==> config.mk <==
export PLATFORM = sky130hd
export DESIGN_NAME = percent_decoder_core
export DESIGN_NICKNAME = d
export VERILOG_FILES = /design/src/hw/rtl/pcd_pkg.sv /design/src/hw/rtl/percent_decoder_core.sv /design/src/hw/rtl/pcd_front.sv /design/src/hw/rtl/pcd_queue.sv /design/src/hw/rtl/pcd_back.sv
export SDC_FILE = /design/constraint.sdc
export NUM_CORES = 1
export LEC_CHECK = 0
export BUFFER_PORTS_ARGS = -buffer_cell sky130_fd_sc_hd__buf_2
export CAP_MARGIN = 20
export CORE_ASPECT_RATIO = 2
export CORE_MARGIN = 2
export CORE_UTILIZATION = 55
export CTS_CLUSTER_DIAMETER = 120
export DETAILED_ROUTE_END_ITERATION = 10
export PLACE_DENSITY_LB_ADDON = 0.12
export SYNTH_ARGS = -nofsm -noshare
export SYNTH_HDL_FRONTEND = slang
export SYNTH_SLANG_ARGS = --single-unit
==> constraint.sdc <==
create_clock -name clock -period 8.56 [get_ports clock]
set_input_delay 1.284 -clock clock [delete_from_list [all_inputs] [get_ports clock]]
set_output_delay 1.284 -clock clock [all_outputs]
set_load 0.1 [all_outputs]
==> src/hw/rtl/pcd_pkg.sv <==
// types, constants and helper functions for the percent decoder
// used by pcd_front, pcd_queue, pcd_back and percent_decoder_core
package pcd_pkg;

   localparam logic [7:0] PCT_CHAR = 8'h25;
   localparam int GROUP_MAX = 3;
   localparam int QUEUE_DEPTH = 4;

   typedef struct packed {
      logic [7:0] in_byte;
      logic       in_last;
   } req_item_type;

   typedef struct packed {
      logic [7:0] out_byte;
      logic       out_decoded;
      logic       out_last;
   } rsp_item_type;

   // up to three results caused by one request, oldest in item[0]
   typedef struct packed {
      logic [1:0]                     count;
      rsp_item_type [GROUP_MAX-1:0]   item;
   } group_type;

   typedef enum logic [1:0] {
      HELD_NONE  = 2'd0,
      HELD_PCT   = 2'd1,
      HELD_DIGIT = 2'd2
   } held_type;

   typedef struct packed {
      logic       ok;
      logic [3:0] val;
   } hex_type;

   function automatic hex_type hex_digit(input logic [7:0] b);
      hex_type h;
      h.ok  = 1'b1;
      h.val = 4'd0;
      if (b >= 8'h30 && b <= 8'h39) begin
         h.val = 4'(b - 8'h30);
      end else if (b >= 8'h61 && b <= 8'h66) begin
         h.val = 4'(b - 8'h57);
      end else if (b >= 8'h41 && b <= 8'h46) begin
         h.val = 4'(b - 8'h37);
      end else begin
         h.ok = 1'b0;
      end
      return h;
   endfunction

endpackage

==> src/hw/rtl/percent_decoder_core.sv <==
// top level of the percent decoder: front end, group queue and back end
// depends on pcd_pkg, pcd_front, pcd_queue and pcd_back
//
// Decodes a URI-style byte stream: "%" plus two hex digits with a nonzero value
// becomes one byte flagged out_decoded; anything else passes through as literal
// bytes, and a "%" can reopen an escape. A request is accepted every cycle as
// long as the group queue (four entries) has room, and nothing leaves the
// front for a byte that only extends an open escape. Each request yields zero
// to three results, which the back end hands out one per cycle from a
// registered output while the receiver pops; a failed escape yields up to three
// results. A group passes through a queue slot and then the output register.
module percent_decoder_core (
   input  logic                  clock,
   input  logic                  reset,
   input  logic                  push,
   output logic                  full,
   input  pcd_pkg::req_item_type req_data,
   output logic                  empty,
   input  logic                  pop,
   output pcd_pkg::rsp_item_type rsp_data
);

   logic               q_push, q_pop, q_full, q_empty;
   pcd_pkg::group_type q_in, q_head;

   pcd_front u_front (
      .clock    (clock),
      .reset    (reset),
      .push     (push),
      .full     (full),
      .req_data (req_data),
      .q_full   (q_full),
      .q_push   (q_push),
      .q_data   (q_in)
   );

   pcd_queue u_queue (
      .clock     (clock),
      .reset     (reset),
      .push      (q_push),
      .push_data (q_in),
      .pop       (q_pop),
      .empty     (q_empty),
      .full      (q_full),
      .head      (q_head)
   );

   pcd_back u_back (
      .clock    (clock),
      .reset    (reset),
      .q_empty  (q_empty),
      .q_head   (q_head),
      .q_pop    (q_pop),
      .empty    (empty),
      .pop      (pop),
      .rsp_data (rsp_data)
   );

`ifndef SYNTHESIS
   a_no_push_when_full: assert property (@(posedge clock) disable iff (reset)
      q_push |-> !q_full)
      else $error("group pushed into full queue");

   a_no_empty_group: assert property (@(posedge clock) disable iff (reset)
      q_push |-> (q_in.count != 2'd0))
      else $error("empty group queued");

   a_decoded_nonzero: assert property (@(posedge clock) disable iff (reset)
      (!empty && rsp_data.out_decoded) |-> (rsp_data.out_byte != 8'd0))
      else $error("decoded byte is zero");

   a_reset_empty: assert property (@(posedge clock)
      reset |=> empty)
      else $error("result pending after reset");
`endif

endmodule

==> src/hw/rtl/pcd_front.sv <==
// front end: takes raw bytes, tracks an open escape and classifies each request
// into a group of up to three results; depends on pcd_pkg
module pcd_front (
   input  logic                  clock,
   input  logic                  reset,
   input  logic                  push,
   output logic                  full,
   input  pcd_pkg::req_item_type req_data,
   input  logic                  q_full,
   output logic                  q_push,
   output pcd_pkg::group_type    q_data
);

   pcd_pkg::held_type held_ff, held_in;
   logic [7:0]        digit_ff, digit_in;
   logic              accept;
   pcd_pkg::hex_type  hex_new, hex_old;
   logic [7:0]        value;
   logic              is_pct;
   logic [7:0]        b;
   logic              last;

   assign full    = q_full;
   assign accept  = push && !q_full;
   assign b       = req_data.in_byte;
   assign last    = req_data.in_last;
   assign is_pct  = (b == pcd_pkg::PCT_CHAR);
   assign hex_new = pcd_pkg::hex_digit(b);
   assign hex_old = pcd_pkg::hex_digit(digit_ff);
   assign value   = (hex_new.ok && hex_old.ok) ? {hex_old.val, hex_new.val} : 8'd0;

   // next state
   always_comb begin
      held_in  = held_ff;
      digit_in = digit_ff;
      if (accept) begin
         case (held_ff)
            pcd_pkg::HELD_PCT: begin
               if (last) begin
                  held_in = pcd_pkg::HELD_NONE;
               end else if (is_pct) begin
                  held_in = pcd_pkg::HELD_PCT;
               end else if (hex_new.ok) begin
                  held_in  = pcd_pkg::HELD_DIGIT;
                  digit_in = b;
               end else begin
                  held_in = pcd_pkg::HELD_NONE;
               end
            end
            pcd_pkg::HELD_DIGIT: begin
               if (value == 8'd0 && is_pct && !last) begin
                  held_in = pcd_pkg::HELD_PCT;
               end else begin
                  held_in = pcd_pkg::HELD_NONE;
               end
            end
            default: begin
               if (is_pct && !last) begin
                  held_in = pcd_pkg::HELD_PCT;
               end else begin
                  held_in = pcd_pkg::HELD_NONE;
               end
            end
         endcase
      end
   end

   // result group for this request
   always_comb begin
      q_data = '0;
      case (held_ff)
         pcd_pkg::HELD_PCT: begin
            q_data.item[0].out_byte = pcd_pkg::PCT_CHAR;
            if (last) begin
               q_data.count            = 2'd2;
               q_data.item[1].out_byte = b;
               q_data.item[1].out_last = 1'b1;
            end else if (is_pct) begin
               q_data.count = 2'd1;
            end else if (hex_new.ok) begin
               q_data.count = 2'd0;
            end else begin
               q_data.count            = 2'd2;
               q_data.item[1].out_byte = b;
            end
         end
         pcd_pkg::HELD_DIGIT: begin
            if (value != 8'd0) begin
               q_data.count               = 2'd1;
               q_data.item[0].out_byte    = value;
               q_data.item[0].out_decoded = 1'b1;
               q_data.item[0].out_last    = last;
            end else begin
               // failed escape: '%' and the held digit go out as literals
               q_data.item[0].out_byte = pcd_pkg::PCT_CHAR;
               q_data.item[1].out_byte = digit_ff;
               if (is_pct && !last) begin
                  q_data.count = 2'd2;
               end else begin
                  q_data.count            = 2'd3;
                  q_data.item[2].out_byte = b;
                  q_data.item[2].out_last = last;
               end
            end
         end
         default: begin
            if (is_pct && !last) begin
               q_data.count = 2'd0;
            end else begin
               q_data.count            = 2'd1;
               q_data.item[0].out_byte = b;
               q_data.item[0].out_last = last;
            end
         end
      endcase
   end

   assign q_push = accept && (q_data.count != 2'd0);

   always_ff @(posedge clock) begin
      if (reset) begin
         held_ff <= pcd_pkg::HELD_NONE;
      end else begin
         held_ff <= held_in;
      end
      digit_ff <= digit_in;
   end

endmodule

==> src/hw/rtl/pcd_queue.sv <==
// short queue of result groups between the front and the back end
// depends on pcd_pkg
module pcd_queue (
   input  logic               clock,
   input  logic               reset,
   input  logic               push,
   input  pcd_pkg::group_type push_data,
   input  logic               pop,
   output logic               empty,
   output logic               full,
   output pcd_pkg::group_type head
);

   localparam int PTR_W = (pcd_pkg::QUEUE_DEPTH > 1) ? $clog2(pcd_pkg::QUEUE_DEPTH) : 1;
   localparam int CNT_W = $clog2(pcd_pkg::QUEUE_DEPTH + 1);
   localparam logic [PTR_W-1:0] LAST_PTR = PTR_W'(pcd_pkg::QUEUE_DEPTH - 1);
   localparam logic [CNT_W-1:0] FULL_CNT = CNT_W'(pcd_pkg::QUEUE_DEPTH);

   pcd_pkg::group_type slot_ff [pcd_pkg::QUEUE_DEPTH];
   logic [PTR_W-1:0]   wr_ptr_ff, wr_ptr_in;
   logic [PTR_W-1:0]   rd_ptr_ff, rd_ptr_in;
   logic [CNT_W-1:0]   count_ff, count_in;
   logic               do_push, do_pop;

   assign empty   = (count_ff == '0);
   assign full    = (count_ff == FULL_CNT);
   assign do_push = push && !full;
   assign do_pop  = pop && !empty;
   assign head    = slot_ff[rd_ptr_ff];

   always_comb begin
      wr_ptr_in = wr_ptr_ff;
      rd_ptr_in = rd_ptr_ff;
      count_in  = count_ff;
      if (do_push) begin
         wr_ptr_in = (wr_ptr_ff == LAST_PTR) ? '0 : wr_ptr_ff + PTR_W'(1);
      end
      if (do_pop) begin
         rd_ptr_in = (rd_ptr_ff == LAST_PTR) ? '0 : rd_ptr_ff + PTR_W'(1);
      end
      if (do_push && !do_pop) begin
         count_in = count_ff + CNT_W'(1);
      end else if (do_pop && !do_push) begin
         count_in = count_ff - CNT_W'(1);
      end
   end

   always_ff @(posedge clock) begin
      if (reset) begin
         wr_ptr_ff <= '0;
         rd_ptr_ff <= '0;
         count_ff  <= '0;
      end else begin
         wr_ptr_ff <= wr_ptr_in;
         rd_ptr_ff <= rd_ptr_in;
         count_ff  <= count_in;
      end
      if (do_push) begin
         slot_ff[wr_ptr_ff] <= push_data;
      end
   end

endmodule

==> src/hw/rtl/pcd_back.sv <==
// back end: walks each queued group one result per cycle
// into the output register while it is free; depends on pcd_pkg
module pcd_back (
   input  logic                  clock,
   input  logic                  reset,
   input  logic                  q_empty,
   input  pcd_pkg::group_type    q_head,
   output logic                  q_pop,
   output logic                  empty,
   input  logic                  pop,
   output pcd_pkg::rsp_item_type rsp_data
);

   logic                  valid_ff, valid_in;
   pcd_pkg::rsp_item_type item_ff, item_in;
   logic [1:0]            idx_ff, idx_in;
   logic                  load;
   logic                  group_done;

   assign empty      = !valid_ff;
   assign rsp_data   = item_ff;
   // output register is free when empty or being taken this cycle
   assign load       = (!valid_ff || pop) && !q_empty;
   assign group_done = (idx_ff == q_head.count - 2'd1);
   assign q_pop      = load && group_done;

   always_comb begin
      valid_in = valid_ff;
      item_in  = item_ff;
      idx_in   = idx_ff;
      if (load) begin
         valid_in = 1'b1;
         item_in  = q_head.item[idx_ff];
         idx_in   = group_done ? 2'd0 : idx_ff + 2'd1;
      end else if (pop) begin
         valid_in = 1'b0;
      end
   end

   always_ff @(posedge clock) begin
      if (reset) begin
         valid_ff <= 1'b0;
         idx_ff   <= 2'd0;
      end else begin
         valid_ff <= valid_in;
         idx_ff   <= idx_in;
      end
      item_ff <= item_in;
   end

endmodule

* Word-level counts from Yosys, hierarchy flattened
Memory sizes are Yosys's and may differ from the RTL's. A register that Yosys moved wholly into a read port is not among the register bits.
Cells that the tools add are included.
** Storage, ports and cells
- Register bits :: 30
- RAM bits :: 120
- Output and inout bits :: 12
- Logic and storage cells :: 133
- Memories :: 1
** Memories
- u_queue.slot_ff :: words 4, width 30, read ports 1, clocked after memory_dff 1, wr ports 1, RTL line pcd_queue.sv:19 : pcd_pkg::group_type slot_ff [pcd_pkg::QUEUE_DEPTH];
** Operators by class
- Add/subtract/negate cells :: 12
- Order comparisons :: 13
- Eq/ne operators :: 7
- Muxes and demuxes :: 56
- Bitwise operators :: 2
- Reduce and logical (&&, ||, !) cells :: 32
** Operators by type and width (count)
- 2-to-1 mux 8 bit :: 8
- >= comparator 8 x 7 -> 1 bit (second input constant) :: 4
- <= comparator 8 x 7 -> 1 bit (second input constant) :: 4
- one-hot mux 8 bit (2 select lines) :: 2
- 2-to-1 mux 2 bit :: 13
- 2-to-1 mux 4 bit :: 6
- binary-select mux 10 bit (select 2 bit) :: 1
- 2-to-1 mux 1 bit :: 19
- logical AND 1 bit :: 18
- >= comparator 8 x 6 -> 1 bit (second input constant) :: 2
- <= comparator 8 x 6 -> 1 bit (second input constant) :: 2
- subtractor 4 x 3 -> 4 bit (second input constant) :: 4
- 2-to-1 mux 10 bit :: 1
- 2-to-1 mux 9 bit :: 1
- equality test 8 x 6 -> 1 bit (second input constant) :: 1
- zero test 8 bit :: 1
- one-hot mux 2 bit (2 select lines) :: 2
- nonzero test 8 bit :: 1
- subtractor 4 x 1 -> 4 bit (second input constant) :: 2
- adder 2 x 1 -> 2 bit (second input constant) :: 3
- equality test 2 bit (second input constant) :: 3
- zero test 1 bit :: 6
- 2-to-1 mux 3 bit :: 2
- nonzero test 2 bit :: 3
- other kinds (12) :: 13

* Logic depth before layout (Yosys ltp)
- Word-level depth :: 17
- Mapped depth :: 14
- Depth with buffers taken out :: 12

* By module
From an unflattened synthesis, not the netlist that was laid out.
** Unflattened totals
- Cell total of the unflattened synthesis :: 451
- Area, all modules :: 7150.6 µm²
** By module, submodules not included
- pcd_queue :: instances 1, cells an instance 217, area each 5098.6 µm², seq. area each 4023.9 µm²
- pcd_front :: instances 1, cells an instance 167, area each 1350.0 µm², seq. area each 280.3 µm²
- pcd_back :: instances 1, cells an instance 67, area each 701.9 µm², seq. area each 360.3 µm²

* Worst setup path before layout
OpenSTA, ideal clock, no wires.
- Path type :: register -> register
- Start :: register u_queue.count_ff[0]
- End :: register u_queue.count_ff[2]
- Library setup time :: 0.071 ns
- Arrival time :: 4.159 ns
- Required time :: 8.489 ns
- Path slack :: 4.330 ns
- Cell stages (with the launch flop) :: 12
- Buffers on the path :: 1
- Clock period less this slack :: 4.230 ns
- Cell sequence :: dfxtp_1 nor3b_1 nor3b_1 o31a_1 o21a_1 clkbuf_1 ha_1 inv_1 fa_1 xor2_1 or3_1 a21oi_1
** On the way
- Longest elaborated chain between the ends :: 8
- Elaborated cells between the ends (all ways) :: 19
** Ends and longest elaborated chain
- start, declared :: RTL line pcd_queue.sv:22 : logic [CNT_W-1:0] count_ff, count_in;
- start signal, assigned :: RTL line pcd_queue.sv:56 : count_ff <= count_in;
- equality test 3 bit (*) :: RTL line pcd_queue.sv:26 : assign full = (count_ff == FULL_CNT);
- net full :: RTL line percent_decoder_core.sv:16 : output logic full,
- zero test 1 bit (*) :: RTL line pcd_front.sv:24, pcd_queue.sv:27
- logical AND 1 bit :: RTL line pcd_front.sv:24 : assign accept = push && !q_full;
- logical AND 1 bit :: RTL line pcd_front.sv:118 : assign q_push = accept && (q_data.count != 2'd0);
- logical AND 1 bit (*) :: RTL line pcd_queue.sv:27 : assign do_push = push && !full;
- net u_queue.do_push :: RTL line pcd_queue.sv:23 : logic do_push, do_pop;
- zero test 1 bit :: RTL line pcd_queue.sv:43 : end else if (do_pop && !do_push) begin
- logical AND 1 bit :: RTL line pcd_queue.sv:43
- nonzero test 2 bit (no source line)
Mark *: on every way through the listed nets, which the timed path passes. The rest lies on a longest branch. The select of a mux whose other input is x is not followed.
A chain may end at the register's enable or synchronous reset.

* Final worst setup path
- Start :: input port req_data[1] in the netlist's numbering
- End :: register u_queue.count_ff[2]
** On the way
- Longest elaborated chain between the ends :: 16
- Elaborated cells between the ends (all ways) :: 38
** Ends and longest elaborated chain
- start, declared :: RTL line percent_decoder_core.sv:17 : input pcd_pkg::req_item_type req_data,
- >= comparator 8 x 7 -> 1 bit or <= comparator 8 x 7 -> 1 bit (tied branches) :: RTL line pcd_pkg.sv:45 : end else if (b >= 8'h41 && b <= 8'h46) begin
- logical AND 1 bit :: RTL line pcd_pkg.sv:45
- 2-to-1 mux 1 bit :: RTL line pcd_pkg.sv:45
- 2-to-1 mux 1 bit :: RTL line pcd_pkg.sv:43 : end else if (b >= 8'h61 && b <= 8'h66) begin
- 2-to-1 mux 1 bit :: RTL line pcd_pkg.sv:41 : if (b >= 8'h30 && b <= 8'h39) begin
- logical AND 1 bit :: RTL line pcd_front.sv:30 : assign value = (hex_new.ok && hex_old.ok) ? {hex_old.val, hex_new.val} : 8'd0;
- 2-to-1 mux 8 bit :: RTL line pcd_front.sv:30
- nonzero test 8 bit :: RTL line pcd_front.sv:88 : if (value != 8'd0) begin
- 2-to-1 mux 2 bit :: RTL line pcd_front.sv:88
- one-hot mux 2 bit (2 select lines) (*) :: RTL line pcd_front.sv:71 : case (held_ff)
- nonzero test 2 bit (*) :: RTL line pcd_front.sv:118
- logical AND 1 bit (*) :: RTL line pcd_front.sv:118
- logical AND 1 bit (*) :: RTL line pcd_queue.sv:27
- zero test 1 bit :: RTL line pcd_queue.sv:43
- logical AND 1 bit :: RTL line pcd_queue.sv:43
- nonzero test 2 bit (no source line)
Mark *: on every way between the ends. The rest lies on a longest branch, timed or not.

==> run metrics <==
final period utilization=between 40% and 50%; startpoint types=input port; DRC=0; post-route ant nets=0; final net count=a little under 500; GRT overflow=0; first drt pass iteration count=4; DIE WIDTH=between 80 and 90 microns; syn_nets=462; max-slew violations=0; FMAX=about 0.26 GHz; hold-fix buffers at CTS=0; H-tree depth=4; Slew HR=~46%; CP max stage delay=about 0.37 ns; total CTS buffers=17; cell count after placement=593; Buffers on Ports=24; die span in y=roughly 160 microns; die area=0.0134 sq mm; drt total wl=approximately 13 mm; pwr dens=slightly above 300 mW/mm^2; Netlist cell types=67; Gates resized, CTS repair=0; first-pass GRT wire length=~21 mm; drt initial violations=around 240; Clock transition at path regs=about 0.06 ns; vias in the first global route=slightly below 4000; fill count=a little under 900; Pleak=around 2.7 nW; Core ar.=0.0122 sq mm; ys flop type=edfxtp_1; DP Wirelength=between 8 and 9 mm; syn avg cell area=between 15 and 20 sq um; max cap viols=0; CP Max Fanout=14; Worst EP required=just under 9 ns; number of synthesized flops with an enable pin=about 140; Final Hold Vio Count=0; GRT Overall Usage=approximately a fifth; critical path type=in -> reg; vias per cell=roughly 6; sequential cell area fraction in the yosys report=roughly 65%; antenna fix cells=0; Post-synth ARST share=0%; VDD IR max=~0.22 mV; R2R depth=11; setup TNS=0 ns; largest net degree at the start of global routing=31; CTS tree=yes; # rows=57; post-route insts no fill=625; clk_skew=0.00904 ns; synthesis-stage register bit count=between 150 and 200; Vias=3720; Clock Latency Late Sink=around 0.42 ns; initial antenna violation count=0; Critical Path AT=4.21 ns; crit-path cells=buf_2 > inv_1 > ha_1 > o21bai_4 > a21oi_2 > a31oi_2 > o21a_1 > ha_1 > inv_1 > fa_1 > xor2_1 > or3_1 > a21oi_1; Worst path slowest cell=a31oi_2; setup repair after global routing missed its margin=no; clock root buffer=clkbuf_16; clock sink count=around 150; synthesized cell area=0.00686 sq mm; Largest delay share family, worst path=compound AO/OA/AOI/OAI gates; CTS Buffer Depth=2; Post-CTS Setup Inserts=0; Synth warnings=0; Pwr Total=about 2.3 mW; WP depth=13; DR WL/cell=around 21 microns; Final Wtd Congestion=0.961; WP buf/inv=3; Hold Path Depth=2; Slew @ Worst Pin=slightly above 0.8 ns; Mapped Cells=~430; layout overhead on the synthesized area=12.0%; Hold Crit Class=reg -> reg; Final Setup Violations=0; fin crit period=a little under 4 ns; layout cells sized above 1=between 20% and 30%; Starting Density=~56%; I/O pin cnt=25; crit end category=flip-flop; status=complete, no violations
worst paths after layout:
kind                                          from                   to  slack, ns
worst max-delay path                   req_data[1]  u_queue.count_ff[2]       4.71
worst min-delay path            u_front.held_ff[1]   u_front.held_ff[1]       0.48
worst max register to register           flip-flop  u_queue.count_ff[2]       5.08
worst min register to register  u_front.held_ff[1]   u_front.held_ff[1]       0.48
through the flow:
stage / setup slack [ns] / hold slack [ns] / utilization (%) / area [sq um]
after floorplan: 4.33 / 0.439 / - / 6860
after global placement: 4.39 / 0.454 / 58.3 / 7110
after detailed placement: 4.27 / 0.474 / 58.3 / 7110
after CTS: 4.71 / 0.482 / 63.0 / 7680
after global routing: 4.48 / 0.491 / 63.0 / 7680
final: 4.71 / 0.478 / 63.0 / 7680
kinds of logic after synthesis:
logic type               Yosys count  synth area share [%]
flip-flops                       152                  64.5
AO/OA/AOI/OAI                     66                  7.75
XOR/XNOR                           6                 0.766
AND/OR/NAND/NOR                   98                  8.03
multiplexers                      49                  12.7
buffers and inverters             44                  3.07
adder cells (fa/ha/maj)           17                  3.21
synth_stat cells (3+ instances only):
master / count / area share (%)
and2_1: 12 / 1.1
a22o_1: 8 / 1.0
clkbuf_1: 7 / 0.38
o31ai_1: 4 / 0.44
nand3_1: 3 / 0.22
ha_1: 16 / 2.9
nor2_1: 24 / 1.3
edfxtp_1: 138 / 60
nor3b_1: 3 / 0.33
and3_1: 6 / 0.55
inv_1: 25 / 1.4
nor3_1: 7 / 0.51
nand2_1: 17 / 0.93
a31oi_1: 3 / 0.27
mux2i_1: 17 / 2.5
buf_1: 3 / 0.16
buf_6: 4 / 0.66
mux4_2: 30 / 9.9
dfxtp_1: 14 / 4.1
o21ai_0: 5 / 0.36
o22ai_1: 9 / 0.82
buf_2: 4 / 0.29
xor2_1: 3 / 0.38
a21oi_1: 12 / 0.88
xnor2_1: 3 / 0.38
sequential cells by signal, summed over array words and instances, names as in the netlist, named ones only:
signal	cells
u_queue.wr_ptr_ff	2
u_back.idx_ff	2
u_queue.slot_ff	120
u_queue.count_ff	3
u_back.rsp_data	10
u_front.digit_ff	8
u_back.valid_ff	1
u_front.held_ff	2
u_queue.rd_ptr_ff	2
layout make-up:
| cell class | count | area (sq um) | area share (%) |
|---|---|---|---|
| sequential | 152 | 4430 | 57.6 |
| multi-input combinational | 236 | 2220 | 28.9 |
| inverter | 25 | 93.8 | 1.22 |
| timing repair buffer | 33 | 185 | 2.41 |
| tap | 147 | 184 | 2.39 |
| clock inverter | 14 | 139 | 1.81 |
| clock buffer | 18 | 429 | 5.59 |
layer usage:
| layer | global-route usage (%) | routed length (microns) | up-vias |
|---|---|---|---|
| li1 | - | - | 1751 |
| met1 | 24.0 | 5090 | 1857 |
| met2 | 37.6 | 7180 | 96 |
| met3 | 4.12 | 458 | 16 |
| met4 | 9.17 | 344 | 0 |
| met5 | 0 | 0 | - |
cells in the final DEF, fill, tap and decap left out, types with 6 or more instances in the layout:
cell type	count
a22o_1	8
a21oi_1	12
nand2_1	17
inv_1	25
and2_1	12
clkbuf_16	17
mux2i_1	17
o22ai_1	9
mux4_2	30
nor2_1	24
and3_1	6
buf_2	25
edfxtp_1	138
nor3_1	7
dfxtp_1	12
inv_6	6
buf_4	8
ha_1	16
report_power, final:
group / leakage [nW] / internal (mW) / switching, mW / total (mW)
sequential: 1.43 / 0.920 / 0.0380 / 0.959
clock: 0.276 / 0.408 / 0.305 / 0.714
combinational: 0.978 / 0.228 / 0.441 / 0.669
total: 2.68 / 1.56 / 0.784 / 2.34
worst min-delay path, stage by stage (launching register included):
cell     delay (ns)
dfxtp_1        0.32
nand2_1        0.05
a21oi_1        0.05
No activity file was read; power rests on OpenSTA's default activity.
